==> config.mk <==
export PLATFORM = sky130hd
export DESIGN_NAME = ihtk_ctrl
export DESIGN_NICKNAME = d
export VERILOG_FILES = /design/src/rtl/ihtk_pkg.sv /design/src/rtl/ihtk_ctrl.sv
export SDC_FILE = /design/constraint.sdc
export NUM_CORES = 1
export LEC_CHECK = 0
export ABC_AREA = 1
export BUFFER_PORTS_ARGS = -buffer_cell sky130_fd_sc_hd__buf_2
export CORE_MARGIN = 1
export CORE_UTILIZATION = 37
export CTS_CLUSTER_DIAMETER = 50
export DETAILED_ROUTE_END_ITERATION = 10
export GPL_TIMING_DRIVEN = 0
export PLACE_DENSITY = 0.68
export SYNTH_ARGS = -nofsm -noshare
export SYNTH_HDL_FRONTEND = slang
export SYNTH_SLANG_ARGS = --single-unit
==> constraint.sdc <==
create_clock -name clk -period 3.8 [get_ports clk]
set_input_delay 0.19 -clock clk [delete_from_list [all_inputs] [get_ports clk]]
set_output_delay 0.19 -clock clk [all_outputs]
set_load 0.005 [all_outputs]
==> src/rtl/ihtk_pkg.sv <==
// Shared widths, codes, command set and status type of the indexed max-heap block.
package ihtk_pkg;

  localparam int ID_W     = 6;
  localparam int KEY_W    = 31;
  localparam int TAKE_W   = 7;
  localparam int TOTAL_W  = 37;
  localparam int ACT_W    = 2;
  localparam int STATUS_W = 2;
  localparam int NUM_IDS  = 2 ** ID_W;
  localparam int MAX_TAKE = 64;

  localparam logic [ACT_W-1:0] ACT_INSERT = 2'd0;
  localparam logic [ACT_W-1:0] ACT_RAISE  = 2'd1;
  localparam logic [ACT_W-1:0] ACT_TAKE   = 2'd2;
  localparam logic [ACT_W-1:0] ACT_REPORT = 2'd3;

  localparam logic [STATUS_W-1:0] ST_OK   = 2'd0;
  localparam logic [STATUS_W-1:0] ST_FULL = 2'd1;
  localparam logic [STATUS_W-1:0] ST_NONE = 2'd2;

  typedef logic [4:0] cmd_t;

  localparam cmd_t CMD_IDLE      = 5'd0;
  localparam cmd_t CMD_LOAD      = 5'd1;
  localparam cmd_t CMD_INS_WR    = 5'd2;
  localparam cmd_t CMD_RAISE_WR  = 5'd3;
  localparam cmd_t CMD_LOAD_S    = 5'd4;
  localparam cmd_t CMD_UP_RD0    = 5'd5;
  localparam cmd_t CMD_UP_RD1    = 5'd6;
  localparam cmd_t CMD_UP_RD2    = 5'd7;
  localparam cmd_t CMD_UP_W1     = 5'd8;
  localparam cmd_t CMD_UP_W2     = 5'd9;
  localparam cmd_t CMD_TOP_RD0   = 5'd10;
  localparam cmd_t CMD_TOP_RD1   = 5'd11;
  localparam cmd_t CMD_TOP_TAKE  = 5'd12;
  localparam cmd_t CMD_DN_RD0    = 5'd13;
  localparam cmd_t CMD_DN_RD1    = 5'd14;
  localparam cmd_t CMD_DN_RD2    = 5'd15;
  localparam cmd_t CMD_DN_CMP    = 5'd16;
  localparam cmd_t CMD_DN_W1     = 5'd17;
  localparam cmd_t CMD_DN_W2     = 5'd18;
  localparam cmd_t CMD_NEXT      = 5'd19;
  localparam cmd_t CMD_RP_INIT   = 5'd20;
  localparam cmd_t CMD_RP_RD     = 5'd21;
  localparam cmd_t CMD_RP_WR     = 5'd22;
  localparam cmd_t CMD_EMIT_TAKE = 5'd23;
  localparam cmd_t CMD_EMIT_OK   = 5'd24;
  localparam cmd_t CMD_EMIT_FULL = 5'd25;
  localparam cmd_t CMD_EMIT_NONE = 5'd26;
  localparam cmd_t CMD_EMIT_SUM  = 5'd27;

  typedef struct packed {
    logic [ACT_W-1:0] act;
    logic             full;
    logic             none;
    logic             up_stop;
    logic             up_swap;
    logic             dn_stop;
    logic             dn_go;
    logic             take_last;
    logic             rp_done;
    logic             out_free;
  } stat_t;

endpackage

==> src/rtl/ihtk_ctrl.sv <==
// Controller state machine sequencing insert, raise, take and report operations.
module ihtk_ctrl (
  input  logic           clk,
  input  logic           rst,
  input  logic           in_valid,
  output logic           in_ready,
  output ihtk_pkg::cmd_t cmd,
  input  ihtk_pkg::stat_t stat
);
  import ihtk_pkg::*;

  localparam logic [4:0] S_IDLE     = 5'd0;
  localparam logic [4:0] S_DISPATCH = 5'd1;
  localparam logic [4:0] S_INS_WR   = 5'd2;
  localparam logic [4:0] S_RAISE_WR = 5'd3;
  localparam logic [4:0] S_LOAD_S   = 5'd4;
  localparam logic [4:0] S_UP_RD0   = 5'd5;
  localparam logic [4:0] S_UP_RD1   = 5'd6;
  localparam logic [4:0] S_UP_RD2   = 5'd7;
  localparam logic [4:0] S_UP_CMP   = 5'd8;
  localparam logic [4:0] S_UP_W1    = 5'd9;
  localparam logic [4:0] S_UP_W2    = 5'd10;
  localparam logic [4:0] S_UP_DONE  = 5'd11;
  localparam logic [4:0] S_TOP_RD0  = 5'd12;
  localparam logic [4:0] S_TOP_RD1  = 5'd13;
  localparam logic [4:0] S_TOP_TAKE = 5'd14;
  localparam logic [4:0] S_TK_EMIT  = 5'd15;
  localparam logic [4:0] S_DN_RD0   = 5'd16;
  localparam logic [4:0] S_DN_RD1   = 5'd17;
  localparam logic [4:0] S_DN_RD2   = 5'd18;
  localparam logic [4:0] S_DN_CMP   = 5'd19;
  localparam logic [4:0] S_DN_W1    = 5'd20;
  localparam logic [4:0] S_DN_W2    = 5'd21;
  localparam logic [4:0] S_DN_DONE  = 5'd22;
  localparam logic [4:0] S_RP_INIT  = 5'd23;
  localparam logic [4:0] S_RP_RD    = 5'd24;
  localparam logic [4:0] S_RP_WR    = 5'd25;
  localparam logic [4:0] S_RES_OK   = 5'd26;
  localparam logic [4:0] S_RES_FULL = 5'd27;
  localparam logic [4:0] S_RES_NONE = 5'd28;
  localparam logic [4:0] S_RES_SUM  = 5'd29;

  logic [4:0] state;
  logic [4:0] state_next;

  always_ff @(posedge clk) begin
    if (rst) begin
      state <= S_IDLE;
    end else begin
      state <= state_next;
    end
  end

  always_comb begin
    state_next = state;
    cmd        = CMD_IDLE;
    in_ready   = 1'b0;
    case (state)
      S_IDLE: begin
        in_ready = 1'b1;
        if (in_valid) begin
          cmd        = CMD_LOAD;
          state_next = S_DISPATCH;
        end
      end
      S_DISPATCH: begin
        case (stat.act)
          ACT_INSERT: state_next = stat.full ? S_RES_FULL : S_INS_WR;
          ACT_RAISE:  state_next = S_RAISE_WR;
          default:    state_next = stat.none ? S_RES_NONE : S_TOP_RD0;
        endcase
      end
      S_INS_WR: begin
        cmd        = CMD_INS_WR;
        state_next = S_UP_RD0;
      end
      S_RAISE_WR: begin
        cmd        = CMD_RAISE_WR;
        state_next = S_LOAD_S;
      end
      S_LOAD_S: begin
        cmd        = CMD_LOAD_S;
        state_next = S_UP_RD0;
      end
      S_UP_RD0: begin
        cmd        = CMD_UP_RD0;
        state_next = stat.up_stop ? S_UP_DONE : S_UP_RD1;
      end
      S_UP_RD1: begin
        cmd        = CMD_UP_RD1;
        state_next = S_UP_RD2;
      end
      S_UP_RD2: begin
        cmd        = CMD_UP_RD2;
        state_next = S_UP_CMP;
      end
      S_UP_CMP: begin
        state_next = stat.up_swap ? S_UP_W1 : S_UP_DONE;
      end
      S_UP_W1: begin
        cmd        = CMD_UP_W1;
        state_next = S_UP_W2;
      end
      S_UP_W2: begin
        cmd        = CMD_UP_W2;
        state_next = S_UP_RD0;
      end
      S_UP_DONE: begin
        if (stat.act == ACT_REPORT) begin
          state_next = stat.rp_done ? S_RES_SUM : S_RP_RD;
        end else begin
          state_next = S_RES_OK;
        end
      end
      S_TOP_RD0: begin
        cmd        = CMD_TOP_RD0;
        state_next = S_TOP_RD1;
      end
      S_TOP_RD1: begin
        cmd        = CMD_TOP_RD1;
        state_next = S_TOP_TAKE;
      end
      S_TOP_TAKE: begin
        cmd        = CMD_TOP_TAKE;
        state_next = (stat.act == ACT_TAKE) ? S_TK_EMIT : S_DN_RD0;
      end
      S_TK_EMIT: begin
        if (stat.out_free) begin
          cmd        = CMD_EMIT_TAKE;
          state_next = S_DN_RD0;
        end
      end
      S_DN_RD0: begin
        cmd        = CMD_DN_RD0;
        state_next = stat.dn_stop ? S_DN_DONE : S_DN_RD1;
      end
      S_DN_RD1: begin
        cmd        = CMD_DN_RD1;
        state_next = S_DN_RD2;
      end
      S_DN_RD2: begin
        cmd        = CMD_DN_RD2;
        state_next = S_DN_CMP;
      end
      S_DN_CMP: begin
        cmd        = CMD_DN_CMP;
        state_next = stat.dn_go ? S_DN_W1 : S_DN_DONE;
      end
      S_DN_W1: begin
        cmd        = CMD_DN_W1;
        state_next = S_DN_W2;
      end
      S_DN_W2: begin
        cmd        = CMD_DN_W2;
        state_next = S_DN_RD0;
      end
      S_DN_DONE: begin
        cmd = CMD_NEXT;
        if (stat.take_last) begin
          state_next = (stat.act == ACT_TAKE) ? S_IDLE : S_RP_INIT;
        end else begin
          state_next = S_TOP_RD0;
        end
      end
      S_RP_INIT: begin
        cmd        = CMD_RP_INIT;
        state_next = S_RP_RD;
      end
      S_RP_RD: begin
        cmd        = CMD_RP_RD;
        state_next = S_RP_WR;
      end
      S_RP_WR: begin
        cmd        = CMD_RP_WR;
        state_next = S_LOAD_S;
      end
      S_RES_OK: begin
        if (stat.out_free) begin
          cmd        = CMD_EMIT_OK;
          state_next = S_IDLE;
        end
      end
      S_RES_FULL: begin
        if (stat.out_free) begin
          cmd        = CMD_EMIT_FULL;
          state_next = S_IDLE;
        end
      end
      S_RES_NONE: begin
        if (stat.out_free) begin
          cmd        = CMD_EMIT_NONE;
          state_next = S_IDLE;
        end
      end
      S_RES_SUM: begin
        if (stat.out_free) begin
          cmd        = CMD_EMIT_SUM;
          state_next = S_IDLE;
        end
      end
      default: begin
        state_next = S_IDLE;
      end
    endcase
  end

endmodule

Yosys cells after proc, flatten, opt, wreduce, memory -nomap -nowiden
Index checks and enable logic that the tools add are counted.

cells by class
  equality and inequality tests = 35
  mux-type cells = 24
  reductions and logical operators = 6

operator list
  kind                number
  $pmux 5 s27         1
  $pmux 5 s24         1
  $eq 5x5->1 const B  14
  $mux 5              13
  $eq 5x4->1 const B  8
  $eq 5x3->1 const B  4
  $eq 5x2->1 const B  2
  $pmux 5 s2          1
  $mux 3              3
  $eq 5x1->1 const B  1
  $logic_not 5->1     1
  $eq 2x2->1 const B  2
  $mux 2              2
  $mux 4              1
  $ne 2x2->1 const B  2
  $reduce_or 4->1     1
  $reduce_and 3->1    1
  $reduce_or 3->1     1
  $eq 2x1->1 const B  1
  $logic_not 2->1     1
  $mux 1              2
  $ne 2x1->1 const B  1
  $reduce_or 2->1     1

word-level totals
  register bits = 5
  bits of input ports = 14
  output and inout bits = 6
  logic and storage cells = 66

Logic depth before layout (Yosys ltp)
Gate-level depths: netlist of run 1.

  depth after elaboration = 4
  depth in mapped cells = 11
  depth with buffers taken out = 10

Least setup slack after synthesis of run 1
No wires, ideal clock.

  path kind = flip-flop to output port
  from = reg state[1]
  to = out cmd[0]
  data arrival time = 1.130 ns
  data required time = 3.610 ns
  setup slack = 2.480 ns
  stages on the path, launching flop included = 8
  buffers on the path = 0
  cell sequence = dfxtp_1 -> inv_2 -> nand2_1 -> nor2_2 -> nand2_1 -> o21ai_0 -> nor3b_1 -> nand4_1

on the way
  longest elaborated chain between the ends = 2
  elaborated cells between the ends (all ways) = 28
  classes of those cells = 26 x eq/ne; 1 x mux; 1 x reduce/logical

ends and longest elaborated chain
  what                                      RTL line         text
  from (decl)                               ihtk_ctrl.sv:43  logic [4:0] state;
  from (signal assigned)                    ihtk_ctrl.sv:50  state <= state_next;
  $eq 5x5->1, or another cell as far along  ihtk_ctrl.sv:58  case (state)
  $pmux 5 s27 (*)                           ihtk_ctrl.sv:58
  to (decl)                                 ihtk_ctrl.sv:7   output ihtk_pkg::cmd_t cmd,

Mark *: on every way between the ends. The rest lies on a longest branch, timed or not.

Worst setup path in the final report of run 1
Same ends and word-level chain as after synthesis.

==> summary.md, run 1 <==
| Metric | Value |
|---|---|
| Outcome | finished clean |
| Critical Path, Cell by Cell | inv_2, nand2_1, nor2_2, nand2_1, o21ai_0, nor3b_1, nand4_1, buf_2 |
| Power Dens Cells | 483.2 nW/um^2 |
| CP Launch Type | register |
| Htree depth | 1 |
| Total CTS buffers | 3 |
| DR DRC count | 0 |
| Synth-to-Final Area Change | 16.01% |
| Clk root buf | clkbuf_4 |
| Worst r2r path cells | 9 |
| Gates resized, CTS repair | 0 |
| Yosys cell types | 26 |
| Regs by FF count | state (5) |
| Via count | 1339 |
| Mux cell area share after synthesis | 0% |
| Post-Syn Nets | 205 |
| Max Slew Vio Count | 0 |
| Area contributors post-synth | nand2_1, nor2_1, nand3_1, dfxtp_1, inv_1 |
| RePlAce Congestion | 0.9818 |
| Share of layout cells above drive strength 1 | 21.03% |
| Post-synth top area share | 14.75% |
| Static Leak | 0.6192 nW |
| Drt pass-1 iters | 4 |
| Post-synthesis cell area | 992.2 um^2 |
| Critical path arrival | 1780 ps |
| FMAX | 0.5082 GHz |
| Dpl hpwl | 2565 um |
| Kind of critical path | reg2out |
| Row cnt | 18 |
| FF+latch area | 100.1 um^2 |
| Yosys reg bits | 5 |
| Multi-input logic area | 755.7 um^2 |
| Largest family of logic cells by synthesized area | simple AND/OR/NAND/NOR gates |
| GRT Residual Overflow | 0 |
| Combinational Power Share | 73.0% |
| Xor and xnor fraction of the mapped netlist area | 0% |
| CTS tree | yes |
| Final hold violations | 0 |
| Via density | 5.488 |
| Net Sw Power | 0.3083 mW |
| Worst Hold Class | in2reg |
| Setup TNS | 0 ps |
| Clock share of power | 10.7% |
| Number of global-route vias before repair | 1174 |
| CTS clock-pin slew for the worst setup and hold paths | 40 ps |
| Hold_buf cts | 0 |
| Hold Path Depth | 2 |
| Synth Area in Adders | 0% |
| Deepest clock path buffer count | 2 |
| Worst vdd rail ir drop | 0.3246 mV |
| Antenna violations before repair | 0 |
| Headroom to the max-slew limit | 74.43% |
| Drt total wl | 3100 um |
| Post-CTS Setup Bufs | 0 |
| Setup Viol. Count Final | 0 |
| Post-synthesis compound-gate area fraction | 15.51% |
| Tmin final | 1968 ps |
| DRT iter0 DRCs | 85 |
| I/O pin total | 20 |
| Slowest cell on crit path | dfxtp_1 |
| Power Internal | 0.2479 mW |
| Worst-Margin Slew | 383.1 ps |
| Antenna-violating nets left | 0 |
| Synth area leader | nand2_1 |
| Data required time at the worst endpoint | 3610 ps |
| Layout Skew | 4.609 ps |
| CP max FO | 9 |
| Tcrit/Tclk final | 51.78% |
| Final cell count without fillers | 244 |
| Skew-Pair Late Insertion Delay | 240 ps |
| Die height | 53.79 um |
| Layout filler cell count | 285 |
| Die Area | 2893 um^2 |
| Pre-CTS setup slack | 2100 ps |
| Cells after Synth | 191 |
| Nets | 229 |
| Die Width | 53.79 um |
| Top reg by flops | state |
| First-pass GRT wire length | 5112 um |
| Worst path most repeated cell | nand2_1 |
| Initial Util | 39.69% |
| Avg Cell Area, Syn | 5.195 um^2 |
| Sequential share of the synthesized area | 10.09% |
| WL/cell | 12.70 um |
| Largest stage delay, worst path | 460 ps |
| GRT Util Overall | 24.69% |
| Largest register FFs | 5 |
| Switch share | 55.43% |
| Unrepaired setup endpoints after global routing | no |
| Area of the core | 2500 um^2 |
| Max_cap viols | 0 |
| Critical Path Sink Type | output pin |
| Reg power frac | 16.3% |
| CTS Sinks | 5 |
| IO buf count | 19 |
| Setup WS post-layout | 1832 ps |
| # placed instances | 240 |
| Synth warnings | 0 |
| Simple-gate share of the synthesized area | 60.66% |
| Diodes inserted | 0 |
| Largest net degree at the start of global routing | 11 |
path summary, 6_finish.rpt:
path / from / endpoint / slack, ps
max: state[1] / cmd[0] / 1830
min reg2reg: state[0] / state[0] / 580
min: rst / state[4] / 160
max reg2reg: state[1] / state[1] / 2200
stage by stage:
step | area, um^2 | power [mW] | utilization [%] | hold WS, ps
final | 1151 | 0.5562 | 46.05 | 164.2
after global routing | 1151 | 0.6102 | 46.05 | 165.8
after CTS | 1151 | 0.5525 | 46.05 | 160.8
after detailed placement | 1125 | 0.4892 | 45.00 | 416.9
after global placement | 1125 | 0.4896 | 45.00 | 415.6
after floorplan | 992.2 | 0.3732 | - | 259.1
cell usage in the layout (no fill, tap or decap):
cell,n
nand2_4,1
o21a_1,1
o211ai_1,3
o21ai_0,8
buf_2,20
inv_1,24
nor3b_1,1
nand2_2,3
nand3_1,28
o22ai_1,1
nand4_1,7
nor2_1,38
o21ai_2,1
o22ai_2,1
inv_2,6
clkbuf_1,1
dfxtp_1,5
nand2_1,39
clkbuf_4,3
buf_4,1
nand3_2,1
a21oi_1,9
nor2_8,1
buf_6,1
nor3_1,4
nor2_4,2
nor2_2,3
o221a_2,1
layout make-up:
class / instances / share of cell area [%]
clock buffers: 4 / 2.283
well taps: 30 / 3.261
multi-input cells: 153 / 65.65
repair buffers: 19 / 8.261
flip-flops and latches: 5 / 8.696
plain buffers: 3 / 2.065
inverters: 30 / 9.783
power by group through the flow:
stage | Sequential, mW | Combinational (mW) | Clock [mW]
after detailed placement | 0.0913 | 0.398 | 0
final | 0.0907 | 0.406 | 0.0593
after floorplan | 0.0868 | 0.286 | 0
after global routing | 0.0924 | 0.453 | 0.0646
after global placement | 0.0908 | 0.399 | 0
after CTS | 0.0904 | 0.400 | 0.0622
cells in the mapped netlist, drive strengths merged:
cell and count:
o221a 1, o21ai 9, dfxtp 5, buf 3, nor3b 1, nand2 43, o21a 1, nand4 7
a21oi 9, nor3 4, inv 30, o22ai 2, nor2 44, o211ai 3, nand3 29
logic make-up after synthesis:
kind of cell	after synthesis
buf+inv	33
flops	5
compound gates	25
simple gates	128
worst max-delay path: cells and delay by family, from the launching register on:
| kind | cells | cell delay, ps |
|---|---|---|
| AO/OA/AOI/OAI | 1 | 80 |
| AND/OR/NAND/NOR | 5 | 700 |
| flip-flops | 1 | 460 |
| buffers and inverters | 2 | 300 |
per-layer routing:
metal  wire, um  GRT usage [%]  up-vias
met5          0              0        -
met1       1342          34.11      580
met3        339          1.695        6
met4         39          9.649        0
met2       1379          39.30       76
li1           -              -      677
Power figures use the tool's default switching activity.
==> run 2, diff against run 1 <==
- ABC_AREA: 1 -> 0
- PLACE_DENSITY: 0.68 -> 0.71
- clock period: 3.8 -> 1.6 ns (I/O delays scaled with it)
==> run 2 against run 1 <==
Against the previous run:
- register-to-register slack worse by 2300 ps
- sequential share of layout area down 1.5 points
- the flow now finishes with violations (setup timing)
- synthesized area down 2.3%
- final area up 37%
- power rose to 5.1 times the previous value
- clock skew down 3.9 ps
- critical path type is now reg2reg
==> summary.md, run 2 <==
| Metric | Value |
|---|---|
| Outcome | finished, violations left |
| Failing checks | setup timing |
| Critical path arrival | 1840 ps |
| DRT iter0 DRCs | 130 |
| Number of synthesized flops with an enable pin | 0 |
| Clk root buf | clkbuf_4 |
| IO buf count | 19 |
| RePlAce Congestion | 0.9462 |
| Hold worst-path end | state[2] |
| Post-synth top flop | dfxtp_1 |
| Row cnt | 18 |
| Antenna violations before repair | 0 |
| Regs by FF count | state (5) |
| Via density | 6.894 |
| Hold Path Depth | 2 |
| Setup WS post-layout | -118.2 ps |
| Kind of critical path | reg2reg |
| Max Slew Vio Count | 0 |
| Worst r2r path cells | 6 |
| Synth area leader | dfxtp_1 |
| Post-synthesis cell area | 969.7 um^2 |
| Synth warnings | 0 |
| Post-synth top area share | 10.32% |
| CTS Sinks | 5 |
| Max_cap viols | 0 |
| Drt total wl | 4408 um |
| Post-placement cell area | 1102 um^2 |
| Cell with the most instances after synthesis | nand2_1 |
| CTS clock-pin slew for the worst setup and hold paths | 40 ps |
| Dpl hpwl | 2398 um |
| Area contributors post-synth | dfxtp_1, a21oi_1, nand2_1, o21ai_0, a31oi_1 |
| Tcrit/Tclk final | 107.4% |
| Sequential share of the synthesized area | 10.32% |
| WHS | 136.1 ps |
| GRT Residual Overflow | 0 |
| Commonest cells post-synth | nand2_1, a21oi_1, nor2_1, o21ai_0 |
| Headroom to the max-slew limit | 65.64% |
| Largest register FFs | 5 |
| Finished layout cell area | 1574 um^2 |
| GRT Util Overall | 27.41% |
| Setup Viol. Count Final | 7 |
| Htree depth | 1 |
| Asr flop ratio synth | 0% |
| Initial Util | 39.14% |
| Avg Cell Area, Syn | 6.338 um^2 |
| Diodes inserted | 0 |
| Total CTS buffers | 3 |
| Via count | 1565 |
| Post-Syn Nets | 167 |
| WL/cell | 19.42 um |
| CP Launch Type | register |
| Critical Path Sink Type | register |
| Drt pass-1 iters | 5 |
| First-pass GRT wire length | 5802 um |
| Commonest non-fill, non-tap cell in the layout | buf_2 |
| Largest net degree at the start of global routing | 11 |
| Worst vdd rail ir drop | 1.108 mV |
| FMAX | 0.5820 GHz |
| CTS tree | yes |
| Final Power | 2.851 mW |
| Cells after Synth | 153 |
| Antenna-violating nets left | 0 |
| RR Startpoint | state[2] |
| Die height | 53.20 um |
| Critical R2R Capture | state[0] |
| DR DRC count | 0 |
| Deepest clock path buffer count | 2 |
| Setup TNS | -392.8 ps |
| Final hold violations | 0 |
| Number of global-route vias before repair | 1215 |
| Yosys reg bits | 5 |
| Data required time at the worst endpoint | 1720 ps |
| Power Dens Cells | 1811 nW/um^2 |
| Die Area | 2830 um^2 |
| Nets | 212 |
| Die Width | 53.20 um |
| Yosys cell types | 44 |
| Hold_sp | rst |
| Unrepaired setup endpoints after global routing | yes |
| Synth-to-Final Area Change | 62.32% |
| Layout Skew | 0.6681 ps |
| Most frequent cells in the layout | buf_2, buf_4, nand2_1 |
| CP max FO | 6 |
| I/O pin total | 20 |
| Share of layout cells above drive strength 1 | 41.62% |
| Top reg by flops | state |
| R2r setup slk | -120 ps |
| Layout filler cell count | 203 |
| Static Leak | 0.6270 nW |
| Worst-Margin Slew | 515.4 ps |
| Worst Hold Class | in2reg |
| Skew-Pair Late Insertion Delay | 240 ps |
| Tmin final | 1718 ps |
| Area of the core | 2477 um^2 |
| Final core utilization | 63.54% |
==> run 2: cell types whose count changed after synthesis, moves of 7 or more <==
| cell | delta |
|---|---|
| a21oi_1 | +7 |
| inv_1 | -20 |
| nand2_1 | -21 |
| nand3_1 | -22 |
| nor2_1 | -28 |
==> run 2: cells by family after synthesis <==
group | count (synthesis) | share of synthesized area (%)
simple gates | 64 | 35.35
compound gates | 62 | 42.84
buf+inv | 20 | 9.547
flops | 5 | 10.32
xor+xnor | 1 | 0.9034
mux | 1 | 1.032
==> run 2: power breakdown <==
group / internal (mW) / total, mW / switching (mW)
registers: 0.188 / 0.261 / 0.0728
clock network: 0.0943 / 0.146 / 0.0514
logic: 1.18 / 2.44 / 1.26
total: 1.47 / 2.85 / 1.39
==> run 2: critical path, stage by stage (launching register included) <==
cell and delay [ps]:
dfxtp_4 350, buf_2 150, nor2_1 350, nor2_1 80, a21oi_1 220, a211oi_1 110, o32a_1 340
==> run 2: per-layer routing <==
layer	track usage, %	vias up	share of wire [%]
met5	0	-	0
met4	7.018	0	3.5
met1	37.29	719	36
li1	-	672	-
met2	44.94	146	48
met3	3.448	28	12
==> run 2: worst max path at each step <==
stage / start / end / cells after the start
CTS: state[1] / state[4] / 6
detailed placement: state[2] / cmd[1] / 7
finish: state[2] / state[0] / 6
floorplan: state[1] / state[4] / 6
global route: state[2] / state[0] / 6
global placement: state[0] / cmd[1] / 8
==> run 2: final cells by class <==
type | count | area, um^2 | share of cell area [%]
clock buffers | 4 | 26.28 | 1.669
repair buffers | 41 | 310.3 | 19.71
well taps | 30 | 37.54 | 2.385
plain buffers | 15 | 185.2 | 11.76
inverters | 4 | 18.77 | 1.192
flip-flops and latches | 5 | 112.6 | 7.154
multi-input cells | 128 | 883.3 | 56.12
==> run 2: stage by stage <==
step | worst slack (ps) | instances
final | -118.2 | 227
after global routing | -165.6 | 227
after CTS | -155.8 | 210
after detailed placement | -242.9 | 202
after global placement | -244.1 | 202
after floorplan | -70.25 | 153
==> run 2: timing repair <==
item	CTS	global route
cloned	0	4
gates resized for setup	43	34
setup buffers	5	13
setup endpoints to repair	11	9
hold buffers	0	0
pin swaps	8	12
